### config.mk
export PLATFORM = sky130hd
export DESIGN_NAME = epoch_seconds_to_calendar_date_flat
export DESIGN_NICKNAME = d
export VERILOG_FILES = /design/src/rtl/ecd_pkg.sv /design/src/rtl/ecd_stamp_if.sv /design/src/rtl/ecd_civil_if.sv /design/src/rtl/ecd_day_split.sv /design/src/rtl/ecd_time_split.sv /design/src/rtl/ecd_date_split.sv /design/src/rtl/epoch_seconds_to_calendar_date.sv /design/src/flat_wrapper.sv
export VERILOG_INCLUDE_DIRS = /design/src /design/src/rtl
export SDC_FILE = /design/constraint.sdc
export NUM_CORES = 1
export LEC_CHECK = 0
export BUFFER_PORTS_ARGS = -buffer_cell sky130_fd_sc_hd__buf_2
export CORE_MARGIN = 2
export CORE_UTILIZATION = 50
export CTS_CLUSTER_DIAMETER = 200
export DETAILED_ROUTE_END_ITERATION = 6
export PLACE_DENSITY = 0.72
export SYNTH_ARGS = -nofsm -noshare
export SYNTH_HDL_FRONTEND = slang
export SYNTH_SLANG_ARGS = --single-unit
### constraint.sdc
create_clock -name clk -period 8.05 [get_ports clk]
set_input_delay 0.805 -clock clk [delete_from_list [all_inputs] [get_ports clk]]
set_output_delay 0.805 -clock clk [all_outputs]
set_load 0.02 [all_outputs]
### src/rtl/epoch_seconds_to_calendar_date_defines.svh
// Assertion macros shared by the epoch-to-calendar block.
// Included by the top level; depends on nothing else.
`ifndef EPOCH_SECONDS_TO_CALENDAR_DATE_DEFINES_SVH
`define EPOCH_SECONDS_TO_CALENDAR_DATE_DEFINES_SVH

// Same-cycle implication, disabled while reset is asserted.
`define ECD_ASSERT_IMP(label, clk, rst_n, ante, cons) \
    label: assert property (@(posedge clk) disable iff (!rst_n) (ante) |-> (cons)) \
        else $error("ecd: same-cycle check failed");

// Next-cycle implication, disabled while reset is asserted.
`define ECD_ASSERT_NXT(label, clk, rst_n, ante, cons) \
    label: assert property (@(posedge clk) disable iff (!rst_n) (ante) |=> (cons)) \
        else $error("ecd: next-cycle check failed");

`endif

### src/rtl/ecd_pkg.sv
// Shared types, constants and the month table of the epoch-to-calendar block.
// Used by every module of the block; depends on nothing.
`timescale 1ns / 1ps

package ecd_pkg;

    // Pipeline layout: three stages split days from seconds, six more build the fields.
    localparam int unsigned DAY_STAGES   = 3;
    localparam int unsigned FIELD_STAGES = 6;
    localparam int unsigned NUM_STAGES   = DAY_STAGES + FIELD_STAGES;

    typedef logic [15:0] days_t;
    typedef logic [16:0] sod_t;

    localparam logic [16:0] SECS_PER_DAY  = 17'd86400;
    localparam logic [16:0] SECS_PER_HOUR = 17'd3600;
    localparam logic [11:0] SECS_PER_MIN  = 12'd60;

    // s / 86400 = (s >> 7) / 675, estimated by a reciprocal, low by at most one.
    localparam int unsigned DAY_PRE_SHIFT = 7;
    localparam logic [25:0] DAY_RCP       = 26'd50903316;
    localparam int unsigned DAY_RCP_SHIFT = 35;

    // sod / 3600 = (sod >> 4) / 225.
    localparam int unsigned HOUR_PRE_SHIFT = 4;
    localparam logic [12:0] HOUR_RCP       = 13'd4660;
    localparam int unsigned HOUR_RCP_SHIFT = 20;

    // rem / 60 = (rem >> 2) / 15.
    localparam int unsigned MIN_PRE_SHIFT = 2;
    localparam logic [10:0] MIN_RCP       = 11'd1092;
    localparam int unsigned MIN_RCP_SHIFT = 14;

    // Days are counted from 1968-01-01, the start of a four-year cycle.
    localparam logic [11:0] CYCLE_BASE_YEAR   = 12'd1968;
    localparam logic [15:0] EPOCH_DAY_OFFSET  = 16'd731;
    localparam logic [15:0] DAYS_PER_CYCLE    = 16'd1461;
    localparam logic [10:0] YEAR1_START       = 11'd366;
    localparam logic [10:0] YEAR2_START       = 11'd731;
    localparam logic [10:0] YEAR3_START       = 11'd1096;
    localparam logic [10:0] DAY_RCP_CYC       = 11'd1435;
    localparam int unsigned CYC_RCP_SHIFT     = 21;

    // 2100 is the only century year in range that is not a leap year.
    localparam logic [11:0] CENTURY_YEAR      = 12'd2100;
    localparam logic [15:0] DAY_CENTURY_MAR1  = 16'd47541;

    // Zero-based day of the year on which month idx (0 = January) starts.
    function automatic logic [8:0] month_start(input logic [3:0] idx, input logic leap);
        logic [8:0] base;
        case (idx)
            4'd0:    base = 9'd0;
            4'd1:    base = 9'd31;
            4'd2:    base = 9'd59;
            4'd3:    base = 9'd90;
            4'd4:    base = 9'd120;
            4'd5:    base = 9'd151;
            4'd6:    base = 9'd181;
            4'd7:    base = 9'd212;
            4'd8:    base = 9'd243;
            4'd9:    base = 9'd273;
            4'd10:   base = 9'd304;
            4'd11:   base = 9'd334;
            default: base = 9'd0;
        endcase
        if (leap && (idx inside {[4'd2:4'd11]}))
        begin
            base = base + 9'd1;
        end
        return base;
    endfunction

endpackage

### src/rtl/ecd_stamp_if.sv
// Input channel of the epoch-to-calendar block: a 32-bit seconds count.
// Standalone; depends on nothing.
`timescale 1ns / 1ps

interface ecd_stamp_if;
    logic        valid;
    logic        ready;
    logic [31:0] epoch_seconds;

    modport source (output valid, output epoch_seconds, input ready);
    modport sink   (input valid, input epoch_seconds, output ready);
endinterface

### src/rtl/ecd_civil_if.sv
// Output channel of the epoch-to-calendar block: civil date and time of day.
// Standalone; depends on nothing.
`timescale 1ns / 1ps

interface ecd_civil_if;
    logic        valid;
    logic        ready;
    logic [11:0] year;
    logic [3:0]  month;
    logic [4:0]  day;
    logic [4:0]  hour;
    logic [5:0]  minute;
    logic [5:0]  second;
    logic [8:0]  day_in_year;
    logic [5:0]  leap_count;

    modport source (output valid, output year, output month, output day, output hour,
                    output minute, output second, output day_in_year, output leap_count,
                    input ready);
    modport sink   (input valid, input year, input month, input day, input hour,
                    input minute, input second, input day_in_year, input leap_count,
                    output ready);
endinterface

### src/rtl/ecd_day_split.sv
// Three-stage split of a seconds count into whole days and second of day.
// Depends on ecd_pkg.
`timescale 1ns / 1ps

module ecd_day_split (
    input  logic                             clk,
    input  logic [ecd_pkg::DAY_STAGES-1:0]   en,
    input  logic [31:0]                      epoch_seconds,
    output ecd_pkg::days_t                   days,
    output ecd_pkg::sod_t                    sod
);
    import ecd_pkg::*;

    logic [31:0] s1_reg;
    logic [50:0] p1_reg;
    logic [50:0] p1_next;
    logic [31:0] s2_reg;
    logic [15:0] q2_reg;
    logic [15:0] q2_next;
    logic [31:0] pd2_reg;
    logic [31:0] pd2_next;
    days_t       days_reg;
    days_t       days_next;
    sod_t        sod_reg;
    sod_t        sod_next;
    logic [17:0] r3;
    logic        corr3;

    always_comb
    begin
        p1_next   = 51'(epoch_seconds >> DAY_PRE_SHIFT) * 51'(DAY_RCP);
        q2_next   = 16'(p1_reg >> DAY_RCP_SHIFT);
        pd2_next  = 32'(33'(q2_next) * 33'(SECS_PER_DAY));
        // The estimate is at most one day short; one compare fixes it.
        r3        = 18'(s2_reg - pd2_reg);
        corr3     = (r3 >= 18'(SECS_PER_DAY));
        days_next = q2_reg + 16'(corr3);
        sod_next  = corr3 ? 17'(r3 - 18'(SECS_PER_DAY)) : 17'(r3);
    end

    always_ff @(posedge clk)
    begin
        if (en[0])
        begin
            s1_reg <= epoch_seconds;
            p1_reg <= p1_next;
        end
        if (en[1])
        begin
            s2_reg  <= s1_reg;
            q2_reg  <= q2_next;
            pd2_reg <= pd2_next;
        end
        if (en[2])
        begin
            days_reg <= days_next;
            sod_reg  <= sod_next;
        end
    end

    assign days = days_reg;
    assign sod  = sod_reg;

endmodule

### src/rtl/ecd_time_split.sv
// Six-stage split of the second of day into hour, minute and second.
// Depends on ecd_pkg.
`timescale 1ns / 1ps

module ecd_time_split (
    input  logic                             clk,
    input  logic [ecd_pkg::FIELD_STAGES-1:0] en,
    input  ecd_pkg::sod_t                    sod,
    output logic [4:0]                       hour,
    output logic [5:0]                       minute,
    output logic [5:0]                       second
);
    import ecd_pkg::*;

    sod_t        sod4_reg;
    logic [25:0] hp4_reg;
    logic [25:0] hp4_next;
    sod_t        sod5_reg;
    logic [4:0]  hq5_reg;
    logic [4:0]  hq5_next;
    logic [16:0] ph5_reg;
    logic [16:0] ph5_next;
    logic [12:0] rh6;
    logic        corr6;
    logic [4:0]  hour6_reg;
    logic [4:0]  hour6_next;
    logic [11:0] remh6_reg;
    logic [11:0] remh6_next;
    logic [4:0]  hour7_reg;
    logic [11:0] remh7_reg;
    logic [20:0] mp7_reg;
    logic [20:0] mp7_next;
    logic [4:0]  hour8_reg;
    logic [11:0] remh8_reg;
    logic [5:0]  mq8_reg;
    logic [5:0]  mq8_next;
    logic [11:0] pm8_reg;
    logic [11:0] pm8_next;
    logic [6:0]  rm9;
    logic        corr9;
    logic [4:0]  hour_reg;
    logic [5:0]  minute_reg;
    logic [5:0]  minute_next;
    logic [5:0]  second_reg;
    logic [5:0]  second_next;

    always_comb
    begin
        hp4_next    = 26'(sod >> HOUR_PRE_SHIFT) * 26'(HOUR_RCP);
        hq5_next    = 5'(hp4_reg >> HOUR_RCP_SHIFT);
        ph5_next    = 17'(hq5_next) * SECS_PER_HOUR;
        rh6         = 13'(sod5_reg - ph5_reg);
        corr6       = (rh6 >= 13'(SECS_PER_HOUR));
        hour6_next  = hq5_reg + 5'(corr6);
        remh6_next  = corr6 ? 12'(rh6 - 13'(SECS_PER_HOUR)) : 12'(rh6);
        mp7_next    = 21'(remh6_reg >> MIN_PRE_SHIFT) * 21'(MIN_RCP);
        mq8_next    = 6'(mp7_reg >> MIN_RCP_SHIFT);
        pm8_next    = 12'(mq8_next) * SECS_PER_MIN;
        rm9         = 7'(remh8_reg - pm8_reg);
        corr9       = (rm9 >= 7'(SECS_PER_MIN));
        minute_next = mq8_reg + 6'(corr9);
        second_next = corr9 ? 6'(rm9 - 7'(SECS_PER_MIN)) : 6'(rm9);
    end

    always_ff @(posedge clk)
    begin
        if (en[0])
        begin
            sod4_reg <= sod;
            hp4_reg  <= hp4_next;
        end
        if (en[1])
        begin
            sod5_reg <= sod4_reg;
            hq5_reg  <= hq5_next;
            ph5_reg  <= ph5_next;
        end
        if (en[2])
        begin
            hour6_reg <= hour6_next;
            remh6_reg <= remh6_next;
        end
        if (en[3])
        begin
            hour7_reg <= hour6_reg;
            remh7_reg <= remh6_reg;
            mp7_reg   <= mp7_next;
        end
        if (en[4])
        begin
            hour8_reg <= hour7_reg;
            remh8_reg <= remh7_reg;
            mq8_reg   <= mq8_next;
            pm8_reg   <= pm8_next;
        end
        if (en[5])
        begin
            hour_reg   <= hour8_reg;
            minute_reg <= minute_next;
            second_reg <= second_next;
        end
    end

    assign hour   = hour_reg;
    assign minute = minute_reg;
    assign second = second_reg;

endmodule

### src/rtl/ecd_date_split.sv
// Six-stage conversion of a day count into year, month, day and year statistics.
// Depends on ecd_pkg.
`timescale 1ns / 1ps

module ecd_date_split (
    input  logic                             clk,
    input  logic [ecd_pkg::FIELD_STAGES-1:0] en,
    input  ecd_pkg::days_t                   days,
    output logic [11:0]                      year,
    output logic [3:0]                       month,
    output logic [4:0]                       day,
    output logic [8:0]                       day_in_year,
    output logic [5:0]                       leap_count
);
    import ecd_pkg::*;

    // Dates from March 1, 2100 on are moved one day forward, so that a plain
    // every-fourth-year rule holds over the whole range; the missing leap day
    // is then taken back out of the ordinal day and the leap count.
    logic        adj4_next;
    days_t       d4_next;
    logic        adj4_reg;
    days_t       d4_reg;
    logic [26:0] p4_reg;
    logic [26:0] p4_next;
    logic        adj5_reg;
    days_t       d5_reg;
    logic [5:0]  c5_reg;
    logic [5:0]  c5_next;
    logic [15:0] pc5_reg;
    logic [15:0] pc5_next;
    logic [11:0] r6;
    logic        corr6;
    logic        adj6_reg;
    logic [5:0]  c6_reg;
    logic [5:0]  c6_next;
    logic [10:0] r6_reg;
    logic [10:0] r6_next;
    logic [1:0]  yc7;
    logic [10:0] ybase7;
    logic        adj7_reg;
    logic [11:0] year7_reg;
    logic [11:0] year7_next;
    logic [8:0]  doy7_reg;
    logic [8:0]  doy7_next;
    logic        leap7_reg;
    logic [5:0]  lc7_reg;
    logic [5:0]  lc7_next;
    logic [3:0]  mon8_next;
    logic [3:0]  mon8_reg;
    logic [8:0]  doy8_reg;
    logic        leap8_reg;
    logic [11:0] year8_reg;
    logic [5:0]  lc8_reg;
    logic [5:0]  lc8_next;
    logic [8:0]  ord8_reg;
    logic [8:0]  ord8_next;
    logic [11:0] year_reg;
    logic [3:0]  month_reg;
    logic [4:0]  day_reg;
    logic [4:0]  day_next;
    logic [8:0]  ord_reg;
    logic [5:0]  lc_reg;

    always_comb
    begin
        adj4_next = (days >= DAY_CENTURY_MAR1);
        d4_next   = days + EPOCH_DAY_OFFSET + 16'(adj4_next);
        p4_next   = 27'(d4_next) * 27'(DAY_RCP_CYC);
        c5_next   = 6'(p4_reg >> CYC_RCP_SHIFT);
        pc5_next  = 16'(c5_next) * DAYS_PER_CYCLE;
        r6        = 12'(d5_reg - pc5_reg);
        corr6     = (r6 >= 12'(DAYS_PER_CYCLE));
        c6_next   = c5_reg + 6'(corr6);
        r6_next   = corr6 ? 11'(r6 - 12'(DAYS_PER_CYCLE)) : 11'(r6);

        // Year within the cycle: the first is the leap year.
        if (r6_reg >= YEAR3_START)
        begin
            yc7    = 2'd3;
            ybase7 = YEAR3_START;
        end
        else if (r6_reg >= YEAR2_START)
        begin
            yc7    = 2'd2;
            ybase7 = YEAR2_START;
        end
        else if (r6_reg >= YEAR1_START)
        begin
            yc7    = 2'd1;
            ybase7 = YEAR1_START;
        end
        else
        begin
            yc7    = 2'd0;
            ybase7 = 11'd0;
        end
        doy7_next  = 9'(r6_reg - ybase7);
        year7_next = CYCLE_BASE_YEAR + 12'({c6_reg, 2'b00}) + 12'(yc7);
        lc7_next   = c6_reg - 6'(yc7 == 2'd0);

        mon8_next = 4'd0;
        for (int i = 1; i < 12; i++)
        begin
            mon8_next = mon8_next + 4'(doy7_reg >= month_start(4'(i), leap7_reg));
        end
        lc8_next  = lc7_reg - 6'(year7_reg > CENTURY_YEAR);
        ord8_next = doy7_reg + 9'd1 - 9'((year7_reg == CENTURY_YEAR) && adj7_reg);

        day_next = 5'(doy8_reg - month_start(mon8_reg, leap8_reg) + 9'd1);
    end

    always_ff @(posedge clk)
    begin
        if (en[0])
        begin
            adj4_reg <= adj4_next;
            d4_reg   <= d4_next;
            p4_reg   <= p4_next;
        end
        if (en[1])
        begin
            adj5_reg <= adj4_reg;
            d5_reg   <= d4_reg;
            c5_reg   <= c5_next;
            pc5_reg  <= pc5_next;
        end
        if (en[2])
        begin
            adj6_reg <= adj5_reg;
            c6_reg   <= c6_next;
            r6_reg   <= r6_next;
        end
        if (en[3])
        begin
            adj7_reg  <= adj6_reg;
            year7_reg <= year7_next;
            doy7_reg  <= doy7_next;
            leap7_reg <= (yc7 == 2'd0);
            lc7_reg   <= lc7_next;
        end
        if (en[4])
        begin
            mon8_reg  <= mon8_next;
            doy8_reg  <= doy7_reg;
            leap8_reg <= leap7_reg;
            year8_reg <= year7_reg;
            lc8_reg   <= lc8_next;
            ord8_reg  <= ord8_next;
        end
        if (en[5])
        begin
            year_reg  <= year8_reg;
            month_reg <= mon8_reg + 4'd1;
            day_reg   <= day_next;
            ord_reg   <= ord8_reg;
            lc_reg    <= lc8_reg;
        end
    end

    assign year        = year_reg;
    assign month       = month_reg;
    assign day         = day_reg;
    assign day_in_year = ord_reg;
    assign leap_count  = lc_reg;

endmodule

### src/rtl/epoch_seconds_to_calendar_date.sv
// Converts a count of seconds since 1970-01-01 00:00:00 UTC into the civil
// Gregorian date and time of day, one transfer in and one transfer out for each
// item. The block is a nine-stage pipeline: it takes a new seconds count in every
// cycle, provided the output side keeps taking results, and each result moves
// through the stage registers in order. The depth is set by the chain of constant
// divisions (by 86400, then by 3600 and 60 for the time of day, by 1461 for the
// four-year cycles of the date), each done as a registered reciprocal multiply,
// a registered back-multiply and a one-step correction. Each stage holds a valid
// bit; a stage advances when it is empty or the stage after it advances, so a
// stall on the output fills the empty stages first and only then holds off input
// transfers. All 2^32 input values are legal and reach 2106-02-07 06:28:15.
// Depends on ecd_pkg, ecd_stamp_if, ecd_civil_if, ecd_day_split, ecd_time_split,
// ecd_date_split and the assertion macro header.
`timescale 1ns / 1ps
`include "epoch_seconds_to_calendar_date_defines.svh"

module epoch_seconds_to_calendar_date (
    input  logic       clk,
    input  logic       rst_n,
    ecd_stamp_if.sink  stamp,
    ecd_civil_if.source civil
);
    import ecd_pkg::*;

    // One valid bit per pipeline stage; the last stage is the output register.
    logic [NUM_STAGES-1:0] v_reg;
    logic [NUM_STAGES-1:0] v_next;
    logic [NUM_STAGES-1:0] en;

    days_t days;
    sod_t  sod;

    // A stage loads when it is empty or when its content moves on. The chain
    // runs from the output back to the input, so bubbles are squeezed out.
    always_comb
    begin
        en[NUM_STAGES-1] = !v_reg[NUM_STAGES-1] || civil.ready;
        for (int k = NUM_STAGES - 2; k >= 0; k--)
        begin
            en[k] = !v_reg[k] || en[k+1];
        end
    end

    always_comb
    begin
        v_next[0] = en[0] ? stamp.valid : v_reg[0];
        for (int k = 1; k < NUM_STAGES; k++)
        begin
            v_next[k] = en[k] ? v_reg[k-1] : v_reg[k];
        end
    end

    always_ff @(posedge clk or negedge rst_n)
    begin
        if (!rst_n)
        begin
            v_reg <= '0;
        end
        else
        begin
            v_reg <= v_next;
        end
    end

    assign stamp.ready = en[0];
    assign civil.valid = v_reg[NUM_STAGES-1];

    // Stages one to three: whole days and the second within the day.
    ecd_day_split u_day_split (
        .clk           (clk),
        .en            (en[DAY_STAGES-1:0]),
        .epoch_seconds (stamp.epoch_seconds),
        .days          (days),
        .sod           (sod)
    );

    // Stages four to nine, time of day: hour, minute and second.
    ecd_time_split u_time_split (
        .clk    (clk),
        .en     (en[NUM_STAGES-1:DAY_STAGES]),
        .sod    (sod),
        .hour   (civil.hour),
        .minute (civil.minute),
        .second (civil.second)
    );

    // Stages four to nine, in parallel with the time of day: the calendar date.
    // Day counts are taken relative to 1968-01-01 and split into four-year
    // cycles; the century year 2100 is handled by skipping its missing leap day.
    ecd_date_split u_date_split (
        .clk         (clk),
        .en          (en[NUM_STAGES-1:DAY_STAGES]),
        .days        (days),
        .year        (civil.year),
        .month       (civil.month),
        .day         (civil.day),
        .day_in_year (civil.day_in_year),
        .leap_count  (civil.leap_count)
    );

    // With every stage full and the output held, no new transfer may be taken.
    `ECD_ASSERT_IMP(a_full_stall_blocks, clk, rst_n, (&v_reg) && !civil.ready, !stamp.ready)

    // In January the ordinal day equals the day of the month.
    `ECD_ASSERT_IMP(a_january_ordinal, clk, rst_n, civil.valid && (civil.month == 4'd1), civil.day_in_year == 9'(civil.day))

    // From 2105 on, every leap year up to 2104 is counted and 2100 is not.
    `ECD_ASSERT_IMP(a_late_leap_count, clk, rst_n, civil.valid && (civil.year >= 12'd2105), civil.leap_count == 6'd33)

endmodule

### src/flat_wrapper.sv
// flat-port wrapper written by rule: the top's interface ports become plain ports
module epoch_seconds_to_calendar_date_flat import ecd_pkg::*;
  (clk, rst_n, stamp_valid, stamp_epoch_seconds, stamp_ready, civil_valid, civil_year, civil_month, civil_day, civil_hour, civil_minute, civil_second, civil_day_in_year, civil_leap_count, civil_ready);
  ecd_stamp_if stamp_i ();
  ecd_civil_if civil_i ();
  input  logic clk;
  input  logic rst_n;
  input wire logic [$bits(stamp_i.valid)-1:0] stamp_valid;
  input wire logic [$bits(stamp_i.epoch_seconds)-1:0] stamp_epoch_seconds;
  output wire logic [$bits(stamp_i.ready)-1:0] stamp_ready;
  output wire logic [$bits(civil_i.valid)-1:0] civil_valid;
  output wire logic [$bits(civil_i.year)-1:0] civil_year;
  output wire logic [$bits(civil_i.month)-1:0] civil_month;
  output wire logic [$bits(civil_i.day)-1:0] civil_day;
  output wire logic [$bits(civil_i.hour)-1:0] civil_hour;
  output wire logic [$bits(civil_i.minute)-1:0] civil_minute;
  output wire logic [$bits(civil_i.second)-1:0] civil_second;
  output wire logic [$bits(civil_i.day_in_year)-1:0] civil_day_in_year;
  output wire logic [$bits(civil_i.leap_count)-1:0] civil_leap_count;
  input wire logic [$bits(civil_i.ready)-1:0] civil_ready;
  assign stamp_i.valid = stamp_valid;
  assign stamp_i.epoch_seconds = stamp_epoch_seconds;
  assign stamp_ready = stamp_i.ready;
  assign civil_valid = civil_i.valid;
  assign civil_year = civil_i.year;
  assign civil_month = civil_i.month;
  assign civil_day = civil_i.day;
  assign civil_hour = civil_i.hour;
  assign civil_minute = civil_i.minute;
  assign civil_second = civil_i.second;
  assign civil_day_in_year = civil_i.day_in_year;
  assign civil_leap_count = civil_i.leap_count;
  assign civil_i.ready = civil_ready;
  epoch_seconds_to_calendar_date u_core (.clk(clk), .rst_n(rst_n), .stamp(stamp_i), .civil(civil_i));
endmodule
==> results of run 1 <==
## routing by layer
| metal | part of all wire, % | GRT usage [%] | vias up | routed length (um) |
|---|---|---|---|---|
| met5 | 0 | 0 | - | 0 |
| met4 | 2.4 | 4.92 | 0 | 1540 |
| met3 | 3.5 | 2.33 | 92 | 2240 |
| met2 | 52 | 35.1 | 364 | 33100 |
| met1 | 42 | 22.6 | 10100 | 26700 |
| li1 | - | - | 10200 | - |
## area by class of cell
type / instances / area (um2) / area share [%]
Inverter: 594 / 2230 / 6.00
Clock buffer: 52 / 1110 / 2.99
Tap cell: 873 / 1090 / 2.94
Timing Repair Buffer: 109 / 593 / 1.60
Clock inverter: 23 / 229 / 0.616
Sequential cell: 403 / 12000 / 32.3
Multi-Input combinational cell: 1876 / 19900 / 53.6
## repair_timing
item	in CTS	in global routing
hold buffers	0	0
resized for setup	0	8
endpoints found under the setup margin	0	2
buffers inserted	0	4
## cells by family after synthesis
kind of cell / count (synthesis) / synth area share (%)
adders and majority gates: 950 / 40.7
buffers and inverters: 608 / 6.72
DFF: 403 / 35.2
and+or+nand+nor: 370 / 5.33
AOI/OAI and AO/OA: 357 / 6.93
xor gates and xnor gates: 189 / 4.85
muxes: 10 / 0.304
## path summary, 6_finish.rpt
path / end / depth (start not counted)
min in group clk: u_core.u_day_split.sod[1]$_DFFE_PP_ / 0
worst min register to register: u_core.u_day_split.sod[1]$_DFFE_PP_ / 0
max in group asynchronous: u_core.v_reg[8]$_DFFE_PN0P_ / 1
worst max register to register: u_core.u_date_split.p4_reg[26]$_DFFE_PP_ / 29
worst min-delay path: u_core.v_reg[5]$_DFFE_PN0P_ / 1
worst max-delay path: u_core.u_date_split.p4_reg[26]$_DFFE_PP_ / 29
## per-stage QoR
step / cells / instance area, um2 / setup WS, ns
after floorplan: 2887 / 34100 / 0.978
after global placement: 3851 / 35700 / 0.486
after detailed placement: 3851 / 35700 / 0.318
after CTS: 3926 / 37100 / 0.275
after global routing: 3930 / 37200 / 0.0190
final: 3930 / 37200 / 0.414
## placed cells by master (no fill, tap or decap), types with 9 or more instances in the layout
cell                        Yosys  layout
sky130_fd_sc_hd__ha_1         684     684
sky130_fd_sc_hd__inv_1        593     592
sky130_fd_sc_hd__edfxtp_1     389     389
sky130_fd_sc_hd__fa_1         266     266
sky130_fd_sc_hd__xnor2_1      131     127
sky130_fd_sc_hd__nand2_1       97      95
sky130_fd_sc_hd__buf_2          1      90
sky130_fd_sc_hd__a21oi_1       89      89
sky130_fd_sc_hd__nor2_1        75      75
sky130_fd_sc_hd__o21ai_0       71      70
sky130_fd_sc_hd__xor2_1        58      55
sky130_fd_sc_hd__nand3_1       50      47
sky130_fd_sc_hd__a21o_1        44      44
sky130_fd_sc_hd__clkbuf_16      0      43
sky130_fd_sc_hd__nor3_1        31      31
sky130_fd_sc_hd__nand4_1       20      20
sky130_fd_sc_hd__nand2b_1      20      19
sky130_fd_sc_hd__buf_4          1      19
sky130_fd_sc_hd__o21bai_1      15      15
sky130_fd_sc_hd__nor2b_1       15      15
sky130_fd_sc_hd__a211oi_1      15      15
sky130_fd_sc_hd__o21a_1        15      15
sky130_fd_sc_hd__a31oi_1       13      13
sky130_fd_sc_hd__o211ai_1      11      11
sky130_fd_sc_hd__or2_2         10      10
sky130_fd_sc_hd__or3_1         10      10
sky130_fd_sc_hd__and3_1         9       9
sky130_fd_sc_hd__nor4_1         9       9
sky130_fd_sc_hd__clkinv_1       1       9
sky130_fd_sc_hd__clkbuf_1      10       9
sky130_fd_sc_hd__dfrtp_1        9       9
## worst max-delay path, delay by kind of cell (launching register included)
| family | cells | cell delay [ns] |
|---|---|---|
| AO/OA/AOI/OAI | 8 | 2.17 |
| XOR/XNOR | 1 | 0.36 |
| AND/OR/NAND/NOR | 6 | 1.09 |
| buffers and inverters | 6 | 0.46 |
| flip-flops | 1 | 0.50 |
| adder cells (fa/ha/maj) | 8 | 2.89 |
==> metrics.txt, run 1 <==
# TYPE chip_impl_metric gauge
chip_impl_metric{name="global_route.usage.total",unit="%"} 18.7
chip_impl_metric{name="number_of_synthesized_flops_with_an_enable_pin",unit=""} 389
chip_impl_info{name="tritoncts",value="done"} 1
chip_impl_metric{name="asyncSetResetFlopFracSynth",unit="%"} 2.23
chip_impl_metric{name="areaGrowthSynthToFinish",unit="%"} 8.89
chip_impl_metric{name="wl",unit="um"} 63600
chip_impl_metric{name="fin_crit",unit="ns"} 7.64
chip_impl_metric{name="mappedNetlistNets",unit=""} 3873
chip_impl_metric{name="postSynthAreaPerCell",unit="um2"} 11.8
chip_impl_metric{name="fin_crit_sh",unit="%"} 94.9
chip_impl_metric{name="wire_per_inst",unit="um"} 16.2
chip_impl_metric{name="max_cap_viol_count",unit=""} 0
chip_impl_metric{name="critical_path.max_fanout",unit=""} 6
chip_impl_metric{name="final_slew_viol_count",unit=""} 0
chip_impl_metric{name="setup_violations",unit=""} 0
chip_impl_info{name="dominant_cells_by_area_after_synthesis",value="sky130_fd_sc_hd__edfxtp_1, sky130_fd_sc_hd__ha_1, sky130_fd_sc_hd__fa_1"} 1
chip_impl_metric{name="synth.distinct_cells",unit=""} 72
chip_impl_metric{name="clock_sink_count",unit=""} 403
chip_impl_info{name="synth.most_common_cell",value="sky130_fd_sc_hd__ha_1"} 1
chip_impl_metric{name="first_pass_grt_wire_length",unit="um"} 108000
chip_impl_metric{name="worst-endpoint-arrival",unit="ns"} 8.06
chip_impl_metric{name="grt_start_max_net_pins",unit=""} 55
chip_impl_metric{name="route.vias.total",unit=""} 20700
chip_impl_metric{name="clock_tree.buffer_depth",unit=""} 3
chip_impl_metric{name="fmax",unit="MHz"} 131
chip_impl_metric{name="nNetsFinal",unit=""} 4013
chip_impl_info{name="crit_top_cell",value="sky130_fd_sc_hd__inv_1"} 1
chip_impl_metric{name="die_width",unit="um"} 265
chip_impl_metric{name="finalCoreUtilization",unit="%"} 55.1
chip_impl_metric{name="fin_hold_ws",unit="ns"} 0.0829
chip_impl_info{name="cpMaxStageDelayCell",value="sky130_fd_sc_hd__fa_1"} 1
chip_impl_metric{name="ant_nets",unit=""} 0
chip_impl_metric{name="number_of_violations_reported_at_the_end_of_detailed_routing_iteration_0",unit=""} 969
chip_impl_metric{name="aggregate_negative_setup_slack",unit="ns"} 0
chip_impl_metric{name="n_antenna_cell",unit=""} 0
chip_impl_metric{name="fill_cells",unit=""} 5492
chip_impl_metric{name="boundaryPins",unit=""} 91
chip_impl_metric{name="ratio_of_cells_with_drive_above_1_in_the_final_layout",unit="%"} 6.77
chip_impl_metric{name="synth_area",unit="mm2"} 0.0341
chip_impl_metric{name="final_hold_viol_count",unit=""} 0
chip_impl_metric{name="detail_route.vias_per_cell",unit=""} 5.28
chip_impl_info{name="setup.worst_path.start",value="u_core.u_day_split.days[3]$_DFFE_PP_"} 1
chip_impl_metric{name="count_of_mapped_cells_out_of_synthesis",unit=""} 2887
chip_impl_info{name="setup_repair_after_global_routing_missed_its_margin",value="no"} 1
chip_impl_metric{name="crit_path_max_incr_delay",unit="ns"} 0.57
chip_impl_metric{name="cts_buffers",unit=""} 43
chip_impl_info{name="timing.setup.critical_path_class",value="reg -> reg"} 1
chip_impl_metric{name="fp.dieArea",unit="mm2"} 0.0704
chip_impl_metric{name="grt.overflow.total",unit=""} 0
chip_impl_metric{name="antenna_found_initial",unit=""} 0
chip_impl_metric{name="worst_reg2reg_setup_slack",unit="ns"} 0.41
chip_impl_metric{name="htree_num_levels",unit=""} 2
chip_impl_info{name="reg2reg_from",value="u_core.u_day_split.days[3]$_DFFE_PP_"} 1
chip_impl_metric{name="critPathRequiredTime",unit="ns"} 8.48
chip_impl_metric{name="seq_area_frac_synth",unit="%"} 35.2
chip_impl_metric{name="postSynthRegisterBits",unit=""} 403
chip_impl_info{name="run_status",value="complete, no violations"} 1
chip_impl_metric{name="worst_pin_slew",unit="ns"} 1.14
chip_impl_metric{name="worst_slew_margin_rel",unit="%"} 23.2
chip_impl_metric{name="synth_largest_type_area_fraction",unit="%"} 34.2
chip_impl_info{name="netlist.top_cell.by_area",value="sky130_fd_sc_hd__edfxtp_1"} 1
chip_impl_info{name="clock_tree.root_cell",value="sky130_fd_sc_hd__clkbuf_16"} 1
chip_impl_info{name="critPathCaptureType",value="register"} 1
chip_impl_metric{name="synth-warning-count",unit=""} 0
chip_impl_info{name="yosys-top-cells-count",value="sky130_fd_sc_hd__ha_1, sky130_fd_sc_hd__inv_1, sky130_fd_sc_hd__edfxtp_1"} 1
chip_impl_metric{name="rows",unit=""} 95
chip_impl_metric{name="buffer_ports.inserted",unit=""} 90
chip_impl_metric{name="worst_skew_pair.late_latency",unit="ns"} 0.58
chip_impl_metric{name="floorplan.initialDensity",unit="%"} 50.6
chip_impl_metric{name="gpl.final_weighted_congestion",unit=""} 0.900
chip_impl_metric{name="first_global_vias",unit=""} 22400
chip_impl_info{name="min_path_type",value="in -> async"} 1
chip_impl_metric{name="die_h",unit="um"} 265
chip_impl_metric{name="worst_setup_hold_path_clk_slew",unit="ns"} 0.06
chip_impl_info{name="worstSetupStartpointType",value="register"} 1
chip_impl_metric{name="floorplan.core_area",unit="mm2"} 0.0674
chip_impl_info{name="ys.flop_type",value="sky130_fd_sc_hd__edfxtp_1"} 1
chip_impl_metric{name="hpwlAfterDp",unit="um"} 51700
chip_impl_metric{name="timing.clock.skew",unit="ns"} 0.0279
chip_impl_metric{name="drt_pre_antenna_iters",unit=""} 5
chip_impl_metric{name="route.detailed.drc",unit=""} 0
Power of run 1 is left out: the tool's default activity adds up to more than one toggle a clock period on the data nets, which glitch-free logic cannot reach.
==> run 2, diff against run 1 <==
BUFFER_PORTS_ARGS = -buffer_cell sky130_fd_sc_hd__buf_4   (was -buffer_cell sky130_fd_sc_hd__buf_2)
clock period = 7.2 ns   (was 8.05 ns; I/O delays follow)
==> metrics.txt, run 2 (synthesized netlist as in run 1, its figures left out) <==
# TYPE chip_impl_metric gauge
chip_impl_metric{name="floorplan.core_area",unit="mm2"} 0.0674
chip_impl_info{name="timing.setup.critical_path_class",value="reg -> reg"} 1
chip_impl_metric{name="aggregate_negative_setup_slack",unit="ns"} -0.0486
chip_impl_metric{name="fp.dieArea",unit="mm2"} 0.0704
chip_impl_metric{name="hpwlAfterDp",unit="um"} 52800
chip_impl_metric{name="worst-endpoint-arrival",unit="ns"} 7.68
chip_impl_metric{name="max_cap_viol_count",unit=""} 0
chip_impl_metric{name="htree_num_levels",unit=""} 2
chip_impl_metric{name="timing.clock.skew",unit="ns"} 0.0282
chip_impl_metric{name="detailedPlace.worstSlack",unit="ns"} -0.156
chip_impl_metric{name="drt_pre_antenna_iters",unit=""} 6
chip_impl_metric{name="clock_tree.buffer_depth",unit=""} 3
chip_impl_info{name="clock_tree.root_cell",value="sky130_fd_sc_hd__clkbuf_16"} 1
chip_impl_info{name="min_path_type",value="in -> reg"} 1
chip_impl_metric{name="fin_crit",unit="ns"} 7.25
chip_impl_metric{name="wire_per_inst",unit="um"} 16.6
chip_impl_info{name="crit_top_cell",value="sky130_fd_sc_hd__inv_2"} 1
chip_impl_metric{name="route.vias.total",unit=""} 21200
chip_impl_metric{name="critical_path.max_fanout",unit=""} 5
chip_impl_metric{name="gpl.final_weighted_congestion",unit=""} 0.892
chip_impl_metric{name="setup_slack",unit="ns"} -0.0486
chip_impl_info{name="critPathCaptureType",value="register"} 1
chip_impl_metric{name="floorplan.initialDensity",unit="%"} 50.6
chip_impl_metric{name="nNetsFinal",unit=""} 4087
chip_impl_metric{name="global_route.usage.total",unit="%"} 19.2
chip_impl_metric{name="setup_violations",unit=""} 1
chip_impl_metric{name="final_area",unit="mm2"} 0.0385
chip_impl_metric{name="die_width",unit="um"} 265
chip_impl_metric{name="boundaryPins",unit=""} 91
chip_impl_metric{name="layoutNonFillerInstCount",unit=""} 4008
chip_impl_info{name="most_used_cells_in_the_layout_excluding_fill_and_tap_cells",value="sky130_fd_sc_hd__ha_1, sky130_fd_sc_hd__inv_1, sky130_fd_sc_hd__edfxtp_1"} 1
chip_impl_metric{name="worst_pin_slew",unit="ns"} 1.14
chip_impl_info{name="failed_checks",value="setup timing"} 1
chip_impl_metric{name="crit_path_max_incr_delay",unit="ns"} 0.55
chip_impl_metric{name="first_pass_grt_wire_length",unit="um"} 109000
chip_impl_metric{name="number_of_violations_reported_at_the_end_of_detailed_routing_iteration_0",unit=""} 982
chip_impl_metric{name="die_h",unit="um"} 265
chip_impl_metric{name="antenna_found_initial",unit=""} 0
chip_impl_info{name="run_status",value="finished, violations left"} 1
chip_impl_metric{name="placement.cell_area",unit="mm2"} 0.0363
chip_impl_metric{name="fill_cells",unit=""} 5333
chip_impl_info{name="cpMaxStageDelayCell",value="sky130_fd_sc_hd__fa_1"} 1
chip_impl_metric{name="grt.overflow.total",unit=""} 0
chip_impl_metric{name="cts_buffers",unit=""} 44
chip_impl_metric{name="critPathRequiredTime",unit="ns"} 7.63
chip_impl_metric{name="grt_start_max_net_pins",unit=""} 60
chip_impl_metric{name="placed_cells",unit=""} 3892
chip_impl_info{name="worstSetupStartpointType",value="register"} 1
chip_impl_metric{name="buffer_ports.inserted",unit=""} 90
chip_impl_metric{name="worst_skew_pair.late_latency",unit="ns"} 0.59
chip_impl_metric{name="ratio_of_cells_with_drive_above_1_in_the_final_layout",unit="%"} 11.3
chip_impl_metric{name="n_antenna_cell",unit=""} 0
chip_impl_metric{name="worst_setup_hold_path_clk_slew",unit="ns"} 0.06
chip_impl_metric{name="areaGrowthSynthToFinish",unit="%"} 12.9
chip_impl_metric{name="wl",unit="um"} 66400
chip_impl_metric{name="fmax",unit="MHz"} 138
chip_impl_metric{name="worst_slew_margin_rel",unit="%"} 24.0
chip_impl_metric{name="route.detailed.drc",unit=""} 0
chip_impl_metric{name="clock_sink_count",unit=""} 403
chip_impl_metric{name="fin_crit_sh",unit="%"} 101
chip_impl_info{name="final_common_cell",value="sky130_fd_sc_hd__ha_1"} 1
chip_impl_metric{name="final_hold_viol_count",unit=""} 0
chip_impl_metric{name="first_global_vias",unit=""} 22600
chip_impl_metric{name="detail_route.vias_per_cell",unit=""} 5.28
chip_impl_metric{name="rows",unit=""} 95
chip_impl_metric{name="ant_nets",unit=""} 0
chip_impl_metric{name="final_slew_viol_count",unit=""} 0
chip_impl_info{name="tritoncts",value="done"} 1
run 2: what timing repair did:
item,in CTS,in global routing
pin swaps,6,71
resized for setup,13,84
hold buffers,1,0
buffers inserted,18,17
endpoints found under the hold margin,9,0
endpoints found under the setup margin,3,5
run 2: area by class of cell:
type | count | area, um2 | share of cell area [%]
multi-input combinational | 1876 | 20300 | 52.8
clock buffer | 52 | 1130 | 2.94
sequential | 403 | 12000 | 31.2
timing repair buffer | 182 | 1390 | 3.61
tap | 873 | 1090 | 2.84
inverter | 594 | 2230 | 5.79
clock inverter | 28 | 337 | 0.874
run 2: per-layer routing:
layer | GRT usage (%) | vias up | part of all wire, %
met5 | 0 | - | 0
met1 | 22.7 | 10300 | 42
met3 | 2.55 | 136 | 3.5
met4 | 5.34 | 0 | 2.9
li1 | - | 10300 | -
met2 | 36.2 | 392 | 52
run 2: worst max-delay path: cells and delay by family (launching register included):
kind,cells,cell delay [ns]
AOI/OAI and AO/OA,9,2.47
adders and majority gates,7,2.33
and+or+nand+nor,6,0.94
buffers and inverters,7,0.61
DFF,1,0.39
xor gates and xnor gates,2,0.38
run 2: worst paths after layout:
path                                                        start                                  endpoint  slack (ns)  depth (start not counted)
max in group asynchronous                                   rst_n               u_core.v_reg[8]$_DFFE_PN0P_        6.50                          2
min reg2reg                u_core.u_day_split.s2_reg[6]$_DFFE_PP_       u_core.u_day_split.sod[6]$_DFFE_PP_        0.41                          0
min                                        stamp_epoch_seconds[5]    u_core.u_day_split.s1_reg[5]$_DFFE_PP_        0.32                          1
max                          u_core.u_day_split.days[0]$_DFFE_PP_  u_core.u_date_split.p4_reg[26]$_DFFE_PP_       -0.05                         31
max reg2reg                  u_core.u_day_split.days[0]$_DFFE_PP_  u_core.u_date_split.p4_reg[26]$_DFFE_PP_       -0.05                         31
min in group asynchronous                                   rst_n               u_core.v_reg[7]$_DFFE_PN0N_        0.53                          2
run 2: through the flow:
| step | util, % | hold WS (ns) |
|---|---|---|
| global route | 57.2 | 0.286 |
| CTS | 56.3 | 0.283 |
| floorplan | - | 0.400 |
| finish | 57.2 | 0.318 |
| detailed placement | 53.8 | 0.405 |
| global placement | 53.8 | 0.400 |
Power of run 2 is left out for the same reason.
